--- src/design/swam_pkg.sv ---
// Shared constants and stage types for the sliding window magnitude mean.
// No dependencies; used by every module of the block.
package swam_pkg;

	localparam int WINDOW_MAX = 1024;
	localparam int ADDR_W     = $clog2(WINDOW_MAX);
	localparam int LEN_W      = ADDR_W + 1;
	localparam int SAMPLE_W   = 16;
	localparam int MAG_W      = 16;
	localparam int SUM_W      = 26;
	localparam int RECIP_W    = 17;
	localparam int LEVEL_W    = 16;
	localparam int FRAC_W     = 16;
	localparam int PROD_W     = SUM_W + RECIP_W;
	localparam int PADDR_W    = 3;
	localparam int PDATA_W    = 32;

	localparam logic [LEN_W-1:0]   LEN_RESET   = LEN_W'(WINDOW_MAX);
	localparam logic [RECIP_W-1:0] RECIP_RESET = RECIP_W'(64);

	// register index, taken from paddr[2]
	localparam logic REG_WINDOW_LENGTH = 1'b0;
	localparam logic REG_WINDOW_RECIP  = 1'b1;

	// ring stage output, one request after acceptance
	typedef struct packed {
		logic             valid;
		logic             restart;
		logic             subtract;
		logic             full;
		logic [MAG_W-1:0] mag;
	} ring_s1_t;

	// accumulate stage output
	typedef struct packed {
		logic valid;
		logic full;
	} acc_s2_t;

endpackage

--- src/design/swam_scale.sv ---
// Reciprocal scaling of the running sum with saturation and output register.
// Depends on swam_pkg.
module swam_scale (
	input  logic                          clk,
	input  logic                          arst_n,
	input  logic                          advance,
	input  swam_pkg::acc_s2_t             acc_s2,
	input  logic [swam_pkg::SUM_W-1:0]    sum,
	input  logic [swam_pkg::RECIP_W-1:0]  recip,
	output logic                          out_valid,
	output logic [swam_pkg::LEVEL_W-1:0]  level,
	output logic                          full
);

	logic [swam_pkg::PROD_W-1:0] prod_s3;
	logic                        valid_s3;
	logic                        full_s3;
	logic                        over;

	assign over = |prod_s3[swam_pkg::PROD_W-1:swam_pkg::FRAC_W+swam_pkg::LEVEL_W];

	always_ff @(posedge clk or negedge arst_n) begin
		if (!arst_n) begin
			valid_s3  <= 1'b0;
			out_valid <= 1'b0;
		end else if (advance) begin
			valid_s3  <= acc_s2.valid;
			out_valid <= valid_s3;
		end
	end

	always_ff @(posedge clk) begin
		if (advance) begin
			prod_s3 <= swam_pkg::PROD_W'(sum) * swam_pkg::PROD_W'(recip);
			full_s3 <= acc_s2.full;
			level   <= over ? '1
			                : prod_s3[swam_pkg::FRAC_W+swam_pkg::LEVEL_W-1:swam_pkg::FRAC_W];
			full    <= full_s3;
		end
	end

endmodule

--- config.mk ---
export PLATFORM = sky130hd
export DESIGN_NAME = swam_scale
export DESIGN_NICKNAME = d
export VERILOG_FILES = /design/src/design/swam_pkg.sv /design/src/design/swam_scale.sv
export SDC_FILE = /design/constraint.sdc
export NUM_CORES = 1
export LEC_CHECK = 0
export BUFFER_PORTS_ARGS = -buffer_cell sky130_fd_sc_hd__buf_4
export CORE_MARGIN = 10
export CORE_UTILIZATION = 60
export DETAILED_ROUTE_END_ITERATION = 8
export HOLD_SLACK_MARGIN = 0.1
export PLACE_DENSITY = 0.78
export SLEW_MARGIN = 10
export SYNTH_ARGS = -nofsm -noshare
export SYNTH_HDL_FRONTEND = slang
export SYNTH_SLANG_ARGS = --single-unit
--- constraint.sdc ---
create_clock -name clk -period 1.76 [get_ports clk]
set_input_delay 0.352 -clock clk [delete_from_list [all_inputs] [get_ports clk]]
set_output_delay 0.352 -clock clk [all_outputs]
set_load 0.02 [all_outputs]
==> results.md <==
- First-pass GRT wire length: 70310 um
- Max Clk Rate: 172.6 MHz
- Setup ws final: -4.032 ns
- Critical path endpoint category: flip-flop
- R2R depth: 4
- Worst path cell trace: buf_6, nand2_1, fa_1, inv_1, fa_1, fa_2, fa_2, fa_1, fa_1, ha_4, a21oi_4, o21a_1, o2bb2ai_4, or4_4, o21ai_4, o211ai_2, a21oi_2, xnor2_1
- Clk_skew: 0.004052 ns
- Most frequent cells in the layout: 401 x inv_1, 324 x fa_1, 262 x nand2_1
- Status: finished with violations
- CTS tree: done
- Port bufs: 65
- Synth Warn #: 0
- FF+latch count, synth: 47
- Fin nets: 2444
- Later-pin clock latency in the skew report: 0.28 ns
- Post-synth EDFFs: 45
- Fill cell count: 1453
- Die Wd: 180.4 um
- Post-route cell area: 0.01973 mm2
- RR Startpoint: prod_s3[33]$_DFFE_PP_
- Hold Path Sink: full_s3$_DFFE_PP_
- Clock sinks: 47
- Root buf cell: clkbuf_16
- Max cap viols: 0
- Final min period: 5.792 ns
- Num rows: 58
- Final ANT Viol Nets: 0
- 1st-iter DRT viols: 899
- DIE AREA: 0.03253 mm2
- Synthesized instance count: 1664
- Failing checks: setup timing
- Crit path DAT: 5.83 ns
- Die height: 180.4 um
- Number of global-route vias before repair: 14209
- Max Slew Vio Count: 0
- R2R setup slack: 0.23 ns
- RR Endpoint: level[7]$_SDFFCE_PP1P_
- Crit path top cell by count: fa_1
- Period utilization: 3.291
- Asr flop ratio synth: 0.04255
- Slew headroom: 0.6543
- Slowest CP cell: fa_2
- H-tree depth: 2
- Num CTS Buffers: 5
- I/O Pins: 66
- RePlAce Congestion: 0.8987
- WP data required: 1.80 ns
- Pre-CTS setup slack: -4.306 ns
- Starting density of the core: 0.6109
- Worst Path Max Fanout: 15
- Area Growth Syn to Fin: 27.91%
- Unrepaired setup endpoints after global routing: yes
- Worst-Margin Slew: 0.5163 ns
- Post-Syn Area per Cell: 9.271 um2
- Clock slew at reported path FFs: 0.07 ns
- Synthesized Nets: 2184
- Antenna cells: 0
- Gr usage total: 0.2667
- Worst hold stages: 1
- Remaining DRCs: 0
- Vias: 12862
- Initial antenna violation count: 1
- CP peak stage delay: 0.62 ns
- Type of the tightest min-delay check: primary input to flip-flop
- Detailed placer's ending HPWL: 32030 um
- Cell Area, Synth: 0.01543 mm2
- Largest net degree at the start of global routing: 31
- Netlist cell types: 54
- Hold Startpoint: acc_s2[0]
- Initial DRT Pass Iterations: 5
- Layout cells sized above 1: 0.2857
- Final hold vios: 0
- Final wirelength: 47350 um
- Setup Total Neg Slack: -102.26 ns
- CTS Buffer Depth: 2
- Type of origin of the critical path: primary input
- Final setup fails: 27
- DR WL/cell: 21.00 um
- GRT overflow: 0
- Core area: 0.02525 mm2
- Vias per cell: 5.704
- Sequential element share of the synthesized area: 0.09084
- Most common cell after layout, fill and taps aside: inv_1
- Post-synth top flop: edfxtp_1
- Dpl cell area: 0.01772 mm2
- Crit Path Category: primary input to flip-flop
cells by family after synthesis:
| group | Yosys count | synth area share |
|---|---|---|
| mux | 2 | 0.001460 |
| flops | 47 | 0.09084 |
| xor+xnor | 28 | 0.01590 |
| compound gates | 91 | 0.04542 |
| simple gates | 522 | 0.1655 |
| buf+inv | 502 | 0.1243 |
| fa+ha+maj | 472 | 0.5565 |
metal layers:
layer | track usage | part of all wire | vias up | wire [um]
met5 | 0 | 0.00023 | - | 11
met4 | 0.1614 | 0.095 | 2 | 4477
met3 | 0.04337 | 0.082 | 348 | 3893
met2 | 0.4872 | 0.51 | 792 | 24090
met1 | 0.2822 | 0.31 | 6351 | 14880
li1 | - | - | 5369 | -
worst max-delay path, delay by kind of cell:
kind / cells / cell delay [ns]
adders and majority gates: 7 / 3.49
and+or+nand+nor: 2 / 0.62
AOI/OAI and AO/OA: 6 / 0.99
buffers and inverters: 2 / 0.30
xor gates and xnor gates: 1 / 0.07
worst max path at each step:
stage | start | endpoint | slack (ns) | cells past startpoint
after global placement | recip[2] | prod_s3[42]$_DFFE_PP_ | -4.14 | 22
after CTS | recip[12] | prod_s3[32]$_DFFE_PP_ | -3.80 | 21
after global routing | sum[10] | prod_s3[42]$_DFFE_PP_ | -4.23 | 18
after floorplan | recip[8] | prod_s3[39]$_DFFE_PP_ | -3.95 | 22
final | sum[10] | prod_s3[42]$_DFFE_PP_ | -4.03 | 18
after detailed placement | recip[2] | prod_s3[42]$_DFFE_PP_ | -4.31 | 22
area by class of cell:
class	count	area [um2]	area share
inverter	430	1614	0.08180
tap	330	412.9	0.02092
clock inverter	3	27.53	0.001395
timing repair buffer	325	3236	0.1640
sequential	47	1401	0.07102
clock buffer	5	125.1	0.006341
multi-input combinational	1115	12920	0.6546
state kept, by name, summed over array words and instances, names as in the netlist:
name	count
level	16
out_valid	1
prod_s3	27
full_s3	1
full	1
valid_s3	1
through the flow:
stage            util  hold WS [ns]  instances
6_report       0.7814        0.2411       2255
5_1_grt        0.7814        0.2321       2255
4_1_cts        0.7606        0.2378       2234
3_5_place_dp   0.7018        0.1347       2170
3_3_place_gp   0.7018        0.1336       2170
2_1_floorplan       -       0.05641       1664
Yosys cell counts, types with 5 or more instances:
| cell | number | area, um2 |
|---|---|---|
| fa_1 | 357 | 7147 |
| or2_2 | 16 | 100.1 |
| o21bai_1 | 5 | 37.54 |
| nand4_1 | 11 | 68.82 |
| a21oi_2 | 7 | 61.31 |
| nor3_1 | 5 | 25.02 |
| xnor2_1 | 19 | 166.4 |
| and2_1 | 171 | 1070 |
| a21o_1 | 13 | 97.59 |
| xor2_1 | 9 | 78.83 |
| edfxtp_1 | 45 | 1351 |
| nor2_1 | 13 | 48.80 |
| clkbuf_1 | 67 | 251.5 |
| inv_1 | 430 | 1614 |
| a21oi_1 | 28 | 140.1 |
| ha_1 | 115 | 1439 |
| nand2_1 | 281 | 1055 |
| nand3_1 | 5 | 25.02 |
| o21ai_0 | 7 | 35.03 |
| o21ai_1 | 6 | 30.03 |
what timing repair did:
item / 4_1_cts / 5_1_grt
hold endpoints to repair: 2 / 0
resized for setup: 195 / 94
buffers inserted: 54 / 24
cloned: 4 / 4
setup endpoints to repair: 27 / 27
hold buffers: 1 / 0
pin swaps: 84 / 72
Power is left out: the tool's default activity adds up to more than one toggle a clock period on the data nets, which glitch-free logic cannot reach.
